`src/rtl/sha_pkg.sv`:
```
// shared types, constants and round functions for the sha-256 stream hasher
`default_nettype none

package sha_pkg;

    // input function codes carried on tuser
    localparam logic FUNC_ABSORB = 1'b0;
    localparam logic FUNC_FINISH = 1'b1;

    // block geometry
    localparam int BLOCK_BYTES = 64;
    localparam int FILL_W      = $clog2(BLOCK_BYTES);
    localparam int ROUNDS      = 64;
    localparam int ROUND_W     = $clog2(ROUNDS);
    localparam int HASH_WORDS  = 8;
    localparam int WIDX_W      = $clog2(HASH_WORDS);

    localparam logic [FILL_W-1:0]  FILL_LAST   = FILL_W'(BLOCK_BYTES - 1);
    localparam logic [FILL_W-1:0]  FILL_LENPOS = FILL_W'(BLOCK_BYTES - 8);
    localparam logic [ROUND_W-1:0] ROUND_LAST  = ROUND_W'(ROUNDS - 1);
    localparam logic [WIDX_W-1:0]  WIDX_LAST   = WIDX_W'(HASH_WORDS - 1);

    localparam logic [7:0]  PAD_MARK_BYTE = 8'h80;
    localparam logic [63:0] BLOCK_BITS    = 64'd512;

    // initial hash value
    localparam logic [31:0] H_INIT [HASH_WORDS] = '{
        32'h6a09e667, 32'hbb67ae85, 32'h3c6ef372, 32'ha54ff53a,
        32'h510e527f, 32'h9b05688c, 32'h1f83d9ab, 32'h5be0cd19
    };

    // round constants
    localparam logic [31:0] K_TABLE [ROUNDS] = '{
        32'h428a2f98, 32'h71374491, 32'hb5c0fbcf, 32'he9b5dba5,
        32'h3956c25b, 32'h59f111f1, 32'h923f82a4, 32'hab1c5ed5,
        32'hd807aa98, 32'h12835b01, 32'h243185be, 32'h550c7dc3,
        32'h72be5d74, 32'h80deb1fe, 32'h9bdc06a7, 32'hc19bf174,
        32'he49b69c1, 32'hefbe4786, 32'h0fc19dc6, 32'h240ca1cc,
        32'h2de92c6f, 32'h4a7484aa, 32'h5cb0a9dc, 32'h76f988da,
        32'h983e5152, 32'ha831c66d, 32'hb00327c8, 32'hbf597fc7,
        32'hc6e00bf3, 32'hd5a79147, 32'h06ca6351, 32'h14292967,
        32'h27b70a85, 32'h2e1b2138, 32'h4d2c6dfc, 32'h53380d13,
        32'h650a7354, 32'h766a0abb, 32'h81c2c92e, 32'h92722c85,
        32'ha2bfe8a1, 32'ha81a664b, 32'hc24b8b70, 32'hc76c51a3,
        32'hd192e819, 32'hd6990624, 32'hf40e3585, 32'h106aa070,
        32'h19a4c116, 32'h1e376c08, 32'h2748774c, 32'h34b0bcb5,
        32'h391c0cb3, 32'h4ed8aa4a, 32'h5b9cca4f, 32'h682e6ff3,
        32'h748f82ee, 32'h78a5636f, 32'h84c87814, 32'h8cc70208,
        32'h90befffa, 32'ha4506ceb, 32'hbef9a3f7, 32'hc67178f2
    };

    // byte source for the block buffer write port
    typedef enum logic [1:0] {
        SRC_DATA = 2'd0,
        SRC_MARK = 2'd1,
        SRC_ZERO = 2'd2,
        SRC_LEN  = 2'd3
    } wr_src_t;

    // commands from controller to datapath
    typedef struct packed {
        logic              wr_en;
        wr_src_t           wr_src;
        logic              len_load;
        logic              round_start;
        logic              round_en;
        logic              h_update;
        logic              out_load;
        logic [WIDX_W-1:0] out_idx;
        logic              restart;
    } dp_cmd_t;

    // status from datapath to controller
    typedef struct packed {
        logic [FILL_W-1:0] fill;
        logic              round_last;
    } dp_sts_t;

    function automatic logic [31:0] rotr(input logic [31:0] x, input int n);
        rotr = (x >> n) | (x << (32 - n));
    endfunction

    function automatic logic [31:0] big_sigma0(input logic [31:0] x);
        big_sigma0 = rotr(x, 2) ^ rotr(x, 13) ^ rotr(x, 22);
    endfunction

    function automatic logic [31:0] big_sigma1(input logic [31:0] x);
        big_sigma1 = rotr(x, 6) ^ rotr(x, 11) ^ rotr(x, 25);
    endfunction

    function automatic logic [31:0] small_sigma0(input logic [31:0] x);
        small_sigma0 = rotr(x, 7) ^ rotr(x, 18) ^ (x >> 3);
    endfunction

    function automatic logic [31:0] small_sigma1(input logic [31:0] x);
        small_sigma1 = rotr(x, 17) ^ rotr(x, 19) ^ (x >> 10);
    endfunction

    function automatic logic [31:0] choose(input logic [31:0] e, input logic [31:0] f,
                                           input logic [31:0] g);
        choose = (e & f) ^ (~e & g);
    endfunction

    function automatic logic [31:0] majority(input logic [31:0] a, input logic [31:0] b,
                                             input logic [31:0] c);
        majority = (a & b) ^ (a & c) ^ (b & c);
    endfunction

endpackage

`default_nettype wire

```
`src/rtl/sha_dp.sv`:
```
// sha-256 datapath: block buffer with message schedule window, round unit, hash state
`default_nettype none

module sha_dp
(
    input  wire logic                       clk,
    input  wire logic                       rst_n,
    input  wire logic [7:0]                 data_byte,
    input  wire sha_pkg::dp_cmd_t           cmd,
    output sha_pkg::dp_sts_t                sts,
    output logic [31:0]                     digest_word,
    output logic [sha_pkg::WIDX_W-1:0]      word_index
);
    import sha_pkg::*;

    // control state
    logic [FILL_W-1:0]  fill_reg,    fill_next;
    logic [ROUND_W-1:0] round_reg,   round_next;
    logic [63:0]        bit_len_reg, bit_len_next;
    logic [31:0]        hash_reg [HASH_WORDS];
    logic [31:0]        hash_next [HASH_WORDS];

    // payload state
    logic [31:0]        w_reg [16];
    logic [31:0]        w_next [16];
    logic [31:0]        v_reg [HASH_WORDS];
    logic [31:0]        v_next [HASH_WORDS];
    logic [63:0]        len_reg, len_next;
    logic [31:0]        digest_word_reg, digest_word_next;
    logic [WIDX_W-1:0]  word_index_reg, word_index_next;

    logic [7:0]         wr_byte;
    logic [31:0]        sched_word;
    logic [31:0]        t1;
    logic [31:0]        t2;

    // byte written into the block buffer
    always_comb
    begin
        unique case (cmd.wr_src)
            SRC_DATA: wr_byte = data_byte;
            SRC_MARK: wr_byte = PAD_MARK_BYTE;
            SRC_ZERO: wr_byte = 8'h00;
            SRC_LEN:  wr_byte = len_reg[63:56];
        endcase
    end

    // round arithmetic
    assign sched_word = small_sigma1(w_reg[14]) + w_reg[9] + small_sigma0(w_reg[1]) + w_reg[0];
    assign t1 = v_reg[7] + big_sigma1(v_reg[4]) + choose(v_reg[4], v_reg[5], v_reg[6])
              + K_TABLE[round_reg] + w_reg[0];
    assign t2 = big_sigma0(v_reg[0]) + majority(v_reg[0], v_reg[1], v_reg[2]);

    // block buffer: byte writes while filling, schedule window shift while compressing
    always_comb
    begin
        w_next = w_reg;
        if (cmd.wr_en)
        begin
            w_next[fill_reg[FILL_W-1:2]][{~fill_reg[1:0], 3'b000} +: 8] = wr_byte;
        end
        else if (cmd.round_en)
        begin
            for (int i = 0; i < 15; i++)
            begin
                w_next[i] = w_reg[i + 1];
            end
            w_next[15] = sched_word;
        end
    end

    // working variables a..h
    always_comb
    begin
        v_next = v_reg;
        if (cmd.round_start)
        begin
            v_next = hash_reg;
        end
        else if (cmd.round_en)
        begin
            v_next[7] = v_reg[6];
            v_next[6] = v_reg[5];
            v_next[5] = v_reg[4];
            v_next[4] = v_reg[3] + t1;
            v_next[3] = v_reg[2];
            v_next[2] = v_reg[1];
            v_next[1] = v_reg[0];
            v_next[0] = t1 + t2;
        end
    end

    // hash words, bit length, fill and round counters
    always_comb
    begin
        hash_next    = hash_reg;
        bit_len_next = bit_len_reg;
        fill_next    = fill_reg;
        round_next   = round_reg;
        if (cmd.restart)
        begin
            hash_next    = H_INIT;
            bit_len_next = '0;
            fill_next    = '0;
        end
        else
        begin
            if (cmd.h_update)
            begin
                for (int i = 0; i < HASH_WORDS; i++)
                begin
                    hash_next[i] = hash_reg[i] + v_reg[i];
                end
                bit_len_next = bit_len_reg + BLOCK_BITS;
            end
            if (cmd.wr_en)
            begin
                fill_next = fill_reg + FILL_W'(1);
            end
        end
        if (cmd.round_start)
        begin
            round_next = '0;
        end
        else if (cmd.round_en)
        begin
            round_next = round_reg + ROUND_W'(1);
        end
    end

    // length field captured at finish, shifted out msb first
    always_comb
    begin
        len_next = len_reg;
        if (cmd.len_load)
        begin
            len_next = bit_len_reg + {55'd0, fill_reg, 3'b000};
        end
        else if (cmd.wr_en && (cmd.wr_src == SRC_LEN))
        begin
            len_next = {len_reg[55:0], 8'h00};
        end
    end

    // digest output register
    always_comb
    begin
        digest_word_next = digest_word_reg;
        word_index_next  = word_index_reg;
        if (cmd.out_load)
        begin
            digest_word_next = hash_reg[cmd.out_idx];
            word_index_next  = cmd.out_idx;
        end
    end

    // control registers
    always_ff @(posedge clk or negedge rst_n)
    begin
        if (!rst_n)
        begin
            fill_reg    <= '0;
            round_reg   <= '0;
            bit_len_reg <= '0;
            hash_reg    <= H_INIT;
        end
        else
        begin
            fill_reg    <= fill_next;
            round_reg   <= round_next;
            bit_len_reg <= bit_len_next;
            hash_reg    <= hash_next;
        end
    end

    // payload registers
    always_ff @(posedge clk)
    begin
        w_reg           <= w_next;
        v_reg           <= v_next;
        len_reg         <= len_next;
        digest_word_reg <= digest_word_next;
        word_index_reg  <= word_index_next;
    end

    assign sts.fill       = fill_reg;
    assign sts.round_last = (round_reg == ROUND_LAST);
    assign digest_word    = digest_word_reg;
    assign word_index     = word_index_reg;

endmodule

`default_nettype wire

```
`src/rtl/sha_ctrl.sv`:
```
// sha-256 controller: request handshake, padding sequence, compression and digest emission
`default_nettype none

module sha_ctrl
(
    input  wire logic              clk,
    input  wire logic              rst_n,
    input  wire logic              s_tvalid,
    input  wire logic              s_tuser,
    output logic                   s_tready,
    output logic                   m_tvalid,
    input  wire logic              m_tready,
    input  wire sha_pkg::dp_sts_t  sts,
    output sha_pkg::dp_cmd_t       cmd
);
    import sha_pkg::*;

    typedef enum logic [6:0] {
        ST_IDLE = 7'b0000001,
        ST_MARK = 7'b0000010,
        ST_ZERO = 7'b0000100,
        ST_LEN  = 7'b0001000,
        ST_COMP = 7'b0010000,
        ST_UPD  = 7'b0100000,
        ST_EMIT = 7'b1000000
    } state_t;

    state_t            state_reg, state_next;
    logic [WIDX_W-1:0] emit_idx_reg, emit_idx_next;
    logic              finishing_reg, finishing_next;
    logic              len_done_reg, len_done_next;
    logic              out_valid_reg, out_valid_next;
    logic              out_free;

    assign out_free = !out_valid_reg || m_tready;

    // next state and datapath commands
    always_comb
    begin
        state_next     = state_reg;
        emit_idx_next  = emit_idx_reg;
        finishing_next = finishing_reg;
        len_done_next  = len_done_reg;
        out_valid_next = out_valid_reg && !m_tready;
        cmd            = '0;
        cmd.out_idx    = emit_idx_reg;
        unique case (state_reg)
            ST_IDLE:
            begin
                if (s_tvalid)
                begin
                    if (s_tuser == FUNC_ABSORB)
                    begin
                        cmd.wr_en  = 1'b1;
                        cmd.wr_src = SRC_DATA;
                        if (sts.fill == FILL_LAST)
                        begin
                            cmd.round_start = 1'b1;
                            state_next      = ST_COMP;
                        end
                    end
                    else
                    begin
                        cmd.len_load   = 1'b1;
                        finishing_next = 1'b1;
                        len_done_next  = 1'b0;
                        state_next     = ST_MARK;
                    end
                end
            end
            ST_MARK:
            begin
                cmd.wr_en  = 1'b1;
                cmd.wr_src = SRC_MARK;
                if (sts.fill == FILL_LAST)
                begin
                    cmd.round_start = 1'b1;
                    state_next      = ST_COMP;
                end
                else
                begin
                    state_next = ST_ZERO;
                end
            end
            ST_ZERO:
            begin
                if (sts.fill == FILL_LENPOS)
                begin
                    state_next = ST_LEN;
                end
                else
                begin
                    cmd.wr_en  = 1'b1;
                    cmd.wr_src = SRC_ZERO;
                    if (sts.fill == FILL_LAST)
                    begin
                        cmd.round_start = 1'b1;
                        state_next      = ST_COMP;
                    end
                end
            end
            ST_LEN:
            begin
                cmd.wr_en  = 1'b1;
                cmd.wr_src = SRC_LEN;
                if (sts.fill == FILL_LAST)
                begin
                    cmd.round_start = 1'b1;
                    len_done_next   = 1'b1;
                    state_next      = ST_COMP;
                end
            end
            ST_COMP:
            begin
                cmd.round_en = 1'b1;
                if (sts.round_last)
                begin
                    state_next = ST_UPD;
                end
            end
            ST_UPD:
            begin
                cmd.h_update = 1'b1;
                if (!finishing_reg)
                begin
                    state_next = ST_IDLE;
                end
                else if (len_done_reg)
                begin
                    emit_idx_next = '0;
                    state_next    = ST_EMIT;
                end
                else
                begin
                    state_next = ST_ZERO;
                end
            end
            ST_EMIT:
            begin
                if (out_free)
                begin
                    cmd.out_load   = 1'b1;
                    out_valid_next = 1'b1;
                    emit_idx_next  = emit_idx_reg + WIDX_W'(1);
                    if (emit_idx_reg == WIDX_LAST)
                    begin
                        cmd.restart    = 1'b1;
                        finishing_next = 1'b0;
                        len_done_next  = 1'b0;
                        state_next     = ST_IDLE;
                    end
                end
            end
            default:
            begin
                state_next = ST_IDLE;
            end
        endcase
    end

    // controller registers
    always_ff @(posedge clk or negedge rst_n)
    begin
        if (!rst_n)
        begin
            state_reg     <= ST_IDLE;
            emit_idx_reg  <= '0;
            finishing_reg <= 1'b0;
            len_done_reg  <= 1'b0;
            out_valid_reg <= 1'b0;
        end
        else
        begin
            state_reg     <= state_next;
            emit_idx_reg  <= emit_idx_next;
            finishing_reg <= finishing_next;
            len_done_reg  <= len_done_next;
            out_valid_reg <= out_valid_next;
        end
    end

    assign s_tready = (state_reg == ST_IDLE);
    assign m_tvalid = out_valid_reg;

    // buffer writes never overlap schedule shifts
    a_no_write_in_rounds: assert property (@(posedge clk) disable iff (!rst_n)
        !(cmd.wr_en && cmd.round_en))
        else $error("buffer write during compression rounds");

    // a digest word is never loaded over one still waiting
    a_out_slot_free: assert property (@(posedge clk) disable iff (!rst_n)
        cmd.out_load |-> (!out_valid_reg || m_tready))
        else $error("digest word overwritten before it was taken");

    // compression only ever runs on a completely filled block
    a_full_block: assert property (@(posedge clk) disable iff (!rst_n)
        (state_reg == ST_COMP) |-> (sts.fill == '0))
        else $error("compression started on a partial block");

    // the final digest word returns the block to accepting requests
    a_emit_done: assert property (@(posedge clk) disable iff (!rst_n)
        (cmd.out_load && (emit_idx_reg == WIDX_LAST)) |=> (state_reg == ST_IDLE))
        else $error("block not idle after the last digest word");

endmodule

`default_nettype wire

```
`src/rtl/sha256_stream_hasher.sv`:
```
// sha-256 stream hasher top level: input and digest stream channels
//
// input channel (s_*): one request per byte. tuser = 0 absorbs the byte in tdata,
// tuser = 1 finishes the message (tdata ignored) and starts digest output.
// output channel (m_*): eight 32-bit digest words, most significant first, with
// the word position in tdata[34:32] and tlast on the eighth word.
// an absorb request writes its byte into the block buffer; the request that
// completes a 64-byte block then holds s_tready low through the 64 rounds of the
// single round unit and the hash update. a finish request walks the padding one
// buffer byte per cycle through the single write port, pausing while a block is
// compressed, with one idle step before the eight length bytes; when 56 or more
// bytes were pending, a second block is compressed. the padding is followed by
// one digest word per cycle while m_tready is high. after the eighth word is loaded
// the hash state, bit length and fill count return to their initial values and
// requests are taken again while that word still waits in the output register.
// a stalled receiver holds the pending digest word in the output register and
// pauses emission; reset returns the hash to its initial value and drops m_tvalid.
`default_nettype none

module sha256_stream_hasher
(
    input  wire logic        clk,
    input  wire logic        rst_n,
    input  wire logic        s_tvalid,
    output logic             s_tready,
    input  wire logic [7:0]  s_tdata,   // [7:0] data_byte
    input  wire logic        s_tuser,   // [0] func
    output logic             m_tvalid,
    input  wire logic        m_tready,
    output logic [39:0]      m_tdata,   // [31:0] digest_word, [34:32] word_index, [39:35] zero
    output logic             m_tlast
);
    import sha_pkg::*;

    dp_cmd_t           cmd;
    dp_sts_t           sts;
    logic [31:0]       digest_word;
    logic [WIDX_W-1:0] word_index;

    // sequencing
    sha_ctrl u_ctrl
    (
        .clk      (clk),
        .rst_n    (rst_n),
        .s_tvalid (s_tvalid),
        .s_tuser  (s_tuser),
        .s_tready (s_tready),
        .m_tvalid (m_tvalid),
        .m_tready (m_tready),
        .sts      (sts),
        .cmd      (cmd)
    );

    // buffer, rounds and hash state
    sha_dp u_dp
    (
        .clk         (clk),
        .rst_n       (rst_n),
        .data_byte   (s_tdata),
        .cmd         (cmd),
        .sts         (sts),
        .digest_word (digest_word),
        .word_index  (word_index)
    );

    // output packing
    assign m_tdata = {5'b00000, word_index, digest_word};
    assign m_tlast = (word_index == WIDX_LAST);

endmodule

`default_nettype wire
```
`config.mk`:
```
export PLATFORM = sky130hd
export DESIGN_NAME = sha256_stream_hasher
export DESIGN_NICKNAME = d
export VERILOG_FILES = /design/src/rtl/sha_pkg.sv /design/src/rtl/sha_dp.sv /design/src/rtl/sha_ctrl.sv /design/src/rtl/sha256_stream_hasher.sv
export SDC_FILE = /design/constraint.sdc
export NUM_CORES = 2
export LEC_CHECK = 0
export BUFFER_PORTS_ARGS = -buffer_cell sky130_fd_sc_hd__buf_2
export CORE_UTILIZATION = 50
export CTS_CLUSTER_SIZE = 30
export DETAILED_ROUTE_END_ITERATION = 8
export GPL_TIMING_DRIVEN = 0
export PLACE_DENSITY = 0.73
export SLEW_MARGIN = 25
export SYNTH_ARGS = -nofsm -noshare
export SYNTH_HDL_FRONTEND = slang
export SYNTH_SLANG_ARGS = --single-unit
```
`constraint.sdc`:
```
create_clock -name clk -period 8.9 [get_ports clk]
set_input_delay 1.78 -clock clk [delete_from_list [all_inputs] [get_ports clk]]
set_output_delay 1.78 -clock clk [all_outputs]
set_load 0.05 [all_outputs]
```
# == Word-level counts from Yosys, hierarchy flattened ==
# Memories as Yosys holds them, arrays and structs flattened.
# Cells that the tools add are included.
# word_totals
reg_bits,1212
romBits,2048
output_inout_bits,43
word_cells,214
memories,1
# classes
add_sub_neg,24
n_lt_le_gt_ge,4
eq_ne,23
shift,2
n_mux,66
n_bitwise,31
n_reduce_logical,20
# memory_table
memory,depth,word_bits,read_ports,rd_ports_with_merged_regs,write_ports,line_no,rtl
(no name shown),64,32,1,0,0,sha_dp.sv:51,+ K_TABLE[round_reg] + w_reg[0];
# op_table
op,n
2-to-1 mux 256 bit,4
2-to-1 mux 512 bit,2
adder 32 bit,18
bitwise mux 512 bit,1
XOR 32 bit,9
2-to-1 mux 64 bit,4
bitwise AND 32 bit,5
2-to-1 mux 32 bit,5
demux 32 bit (select 4 bit),1
binary-select mux 32 bit (select 3 bit),1
"adder 64 x 10 -> 64 bit, second input constant",1
adder 64 x 9 -> 64 bit,1
2-to-1 mux 7 bit,9
one-hot mux 7 bit (7 select lines),1
inverter 32 bit,1
bitwise OR 10 x 32 -> 32 bit,1
bitwise OR 13 x 32 -> 32 bit,1
bitwise OR 14 x 32 -> 32 bit,1
bitwise OR 15 x 32 -> 32 bit,1
bitwise OR 19 x 32 -> 32 bit,1
bitwise OR 21 x 32 -> 32 bit,1
bitwise OR 25 x 32 -> 32 bit,1
bitwise OR 26 x 32 -> 32 bit,1
bitwise OR 30 x 32 -> 32 bit,1
other kinds (48),98

# == Logic depth before layout (Yosys ltp) ==
# depth
ltp_word,10
depth_mapped,39
depth_no_buf,38

# == Cells and area by module ==
# From an unflattened synthesis, not the netlist that was laid out.
# unflattened
cells_unflattened,7807
area_unflattened_um2,79734.0
# by_module_without_submodules
mod,n_inst,cells_each,area_each_um2,seq_area_each_um2
sha_dp,1,7710,78856.9,34197.8
sha_ctrl,1,90,829.5,326.6
sha256_stream_hasher,1,7,47.5,0.0

# == Worst setup path after synthesis ==
# No wires, ideal clock.
# synth_path
path_type,input port to flip-flop
from,input port s_tvalid
to,"register u_dp.v_reg[0] (netlist bit), enable pin"
t_arrival_ns,7.030
required_ns,6.949
setup_slack_ns,-0.081
cell_stages,7
path_cell_list,nand2_1 -> o21ai_0 -> buf_2 -> nand2_1 -> clkbuf_1 -> buf_1 -> nand2_1
# synth_between
elab_chain_len,3
# synth_rtl
element,line_no,rtl
from (decl),sha256_stream_hasher.sv:24,"input wire logic s_tvalid,"
2-to-1 mux 5 bit,sha_ctrl.sv:50,if (s_tvalid)
one-hot mux 1 bit (3 select lines),sha_ctrl.sv:47,unique case (state_reg)
nonzero test 2 bit (no line),n/a,
to (signal assigned),sha_dp.sv:180,v_reg <= v_next;
to (decl),sha_dp.sv:26,logic [31:0] v_reg [HASH_WORDS];
# Every way passes these cells.
# A chain may end at the register's enable or synchronous reset.

==> flow_metrics.tcl <==
set metrics [dict create \
    yosys_warnings 0 \
    finish.instance_area_sq_um 87210 \
    worstSkewPairLatency_ns 0.83 \
    pwr-share-comb 0.235 \
    grt.overflow.total 0 \
    grtUsageTotal 0.3868 \
    hold_buffers 0 \
    vias 66580 \
    worst_setup_path_start_kind "register" \
    drive_gt1_frac 0.1105 \
    drtPass1Iterations 8 \
    io_pins 56 \
    dieArea_sq_um 157800 \
    cts_max_level 4 \
    rows 144 \
    slew_violations 0 \
    synth_edf_count 864 \
    seqPwrFrac 0.396 \
    ys_seq_elements 1200 \
    crit_path_end_kind "register" \
    status "completed" \
    grt_pass1_vias 62970 \
    placed_cell_area_sq_um 81400 \
    vias_per_cell 6.690 \
    tritoncts "built" \
    finalHoldViolCount 0 \
    period_share 0.9832 \
    core_area_sq_um 154600 \
    die_h_um 397.2 \
    slew_headroom 0.1868 \
    path_delay_family "adder cells" \
    syn2layout_area_growth_pct 11.67 \
    cts_made_buffers 139 \
    drcViolationCount 0 \
    cts_sinks 1200 \
    crit_top_cell "fa_1" \
    grt_start_max_net_pins 78 \
    swShare 0.3241 \
    syn_area_per_cell_sq_um 10.34 \
    drv_cap 0 \
    p_leak_nw 34.11 \
    synthCells 7554 \
    largest_reg_flops 512 \
    path_max_fanout 7 \
    dp_hpwl_um 236000 \
    switchingPower_mw 5.232 \
    num-fill-cells 13300 \
    syn-cell-area_sq_um 78100 \
    power.share.clock 0.369 \
    fmax_mhz 114.3 \
    grt_pass1_wl_um 440900 \
    die_w_um 397.2 \
    critPathMaxStageDelay_ns 0.61 \
    power.total_mw 16.14 \
    synth_flop_cell "edfxtp_1" \
    yosysSeqAreaShare 0.4420 \
    fin_crit_ns 8.751 \
    antenna_found_initial 13 \
    clk_path_buf_depth 3 \
    routedWlPerCell_um 31.05 \
    cts_root_buf "clkbuf_16" \
    io_buffer_count 50 \
    cp.required_ns 9.47 \
    instances_no_fill 9952 \
    synth.distinct_cells 87 \
    setup_viol 0 \
    start_util 0.5052 \
    finalNetCount 8397 \
    drt.antenna.violating_nets 0 \
    critical-path-slowest-cell "mux4_2" \
    cp.arrival_ns 9.32 \
    synthArstFlopShare 0.2800 \
    skew_ns 0.05043 \
    drtIter0Drc 10330 \
    critical_path_buf_inv_count 5 \
    gp_congestion 1.055 \
    hold_path_class "register to register" \
    crit_type "register to register" \
    wl_um 309100 \
    power_density_nw_per_um2 185.1 \
    place_inst 9667 \
    rsz0062_at_grt "true" \
    ir_drop_mv 0.1844 \
    clk_pin_slew_worst_paths_ns 0.07 \
    worst_pin_slew_ns 1.220 \
    internal_power_mw 10.91 \
]
==> synthesized netlist by cell type, drive strengths merged (45+ instances only) <==
cell	n	area, sq um
buf	65	291.5
nand2	1000	3754
a21oi	454	2276
nor3	112	560.5
inv	310	1164
a211oi	48	370.3
xor2	212	1857
a31oi	50	312.8
and3	54	337.8
nand3	131	655.6
a22o	432	3784
o21ai	504	2522
nor2	507	1903
nor2b	45	281.5
edfxtp	864	25940
dfstp	137	3600
a21o	198	1486
dfrtp	199	4980
o21a	61	457.9
fa	195	3904
xnor2	406	3556
o21bai	52	390.4
mux2	94	1059
ha	400	5005
mux4	71	1599
clkbuf	348	1306
nand2b	67	419.2
==> power groups by stage <==
stage	registers [mW]	clock network, mW	logic [mW]
6_report	6.39	5.96	3.80
5_1_grt	6.39	6.16	3.98
4_1_cts	6.38	5.94	3.61
3_5_place_dp	6.49	0	3.54
3_3_place_gp	6.49	0	3.46
2_1_floorplan	6.46	0	2.37
==> worst register-to-register path: cells and delay by family, from the launching register on <==
family	cells	cell delay, ns
AOI/OAI and AO/OA	11	2.47
adders and majority gates	8	2.84
buffers and inverters	5	0.55
DFF	1	0.46
muxes	1	0.61
and+or+nand+nor	8	1.59
==> cell usage in the layout, fill, tap and decap left out, types with 139 or more instances in the layout <==
cell type  count
fa_1         193
xor2_1       210
nand2_1      989
ha_1         385
a22o_1       432
inv_1        308
clkbuf_1     310
a21o_1       198
clkbuf_16    139
dfrtp_1      195
a21oi_1      440
edfxtp_1     864
o21ai_0      428
nor2_1       487
xnor2_1      398
==> cell type report <==
class / instances / area, sq um / area share
sequential: 1200 / 34530 / 0.3959
antenna: 2 / 5.005 / 0.00005739
buffer: 407 / 1780 / 0.02041
timing repair buffer: 96 / 875.8 / 0.01004
multi-input combinational: 5632 / 41600 / 0.4770
inverter: 313 / 1200 / 0.01376
clock inverter: 72 / 918.4 / 0.01053
tap: 2044 / 2557 / 0.02932
clock buffer: 186 / 3745 / 0.04294
==> what timing repair did <==
item | in CTS | in global routing
setup buffers | 11 | 18
gates cloned | 0 | 0
pin swaps | 12 | 34
endpoints found under the setup margin | 45 | 13
gates resized for setup | 142 | 119
==> per-layer routing <==
metal | routed length, um | vias to the layer above | global-route usage
met5 | 69 | - | 0.001816
met4 | 21500 | 10 | 0.2249
met3 | 41820 | 973 | 0.1190
met2 | 126900 | 4748 | 0.5445
met1 | 118700 | 32850 | 0.5250
li1 | - | 28000 | -
==> cell families (layout without fill, tap and decap cells) <==
kind of cell | after synthesis | count (layout) | share of synthesized area
buffers and inverters | 726 | 1074 | 0.03550
adder cells (fa/ha/maj) | 619 | 619 | 0.1171
other | 1 | 7 | 0.00004801
XOR/XNOR | 618 | 618 | 0.06930
AO/OA/AOI/OAI | 2096 | 2096 | 0.1808
multiplexers | 201 | 201 | 0.03864
AND/OR/NAND/NOR | 2093 | 2093 | 0.1165
flip-flops | 1200 | 1200 | 0.4420
==> path summary, 6_finish.rpt <==
| kind | start | slack (ns) | cells past startpoint | endpoint |
|---|---|---|---|---|
| setup / recovery | u_dp.round_reg[1]$_DFFE_PN0P_ | 0.15 | 33 | u_dp.v_reg[254]$_DFFE_PP_ |
| hold / removal | u_dp.hash_reg[95]$_DFFE_PN1P_ | 0.51 | 2 | u_dp.hash_reg[95]$_DFFE_PN1P_ |
| setup reg to reg | u_dp.round_reg[1]$_DFFE_PN0P_ | 0.15 | 33 | u_dp.v_reg[254]$_DFFE_PP_ |
| hold reg to reg | u_dp.hash_reg[95]$_DFFE_PN1P_ | 0.51 | 2 | u_dp.hash_reg[95]$_DFFE_PN1P_ |
| max in group asynchronous | rst_n | 6.47 | 4 | u_ctrl.state_reg[0]$_DFFE_PN1P_ |
| min in group asynchronous | rst_n | 0.88 | 1 | u_dp.hash_reg[73]$_DFFE_PN0P_ |
==> stage by stage <==
step           setup TNS, ns  setup slack (ns)  hold WS [ns]    util
6_report                   0            0.1493        0.5088  0.5642
5_1_grt             -0.06088          -0.04060        0.5319  0.5641
4_1_cts                    0          0.001266        0.4984  0.5600
3_5_place_dp          -54.53            -2.731        0.4892  0.5266
3_3_place_gp         -794.90            -2.817        0.4701  0.5235
2_1_floorplan              0            0.4585        0.4512       -
Power figures use the tool's default switching activity.
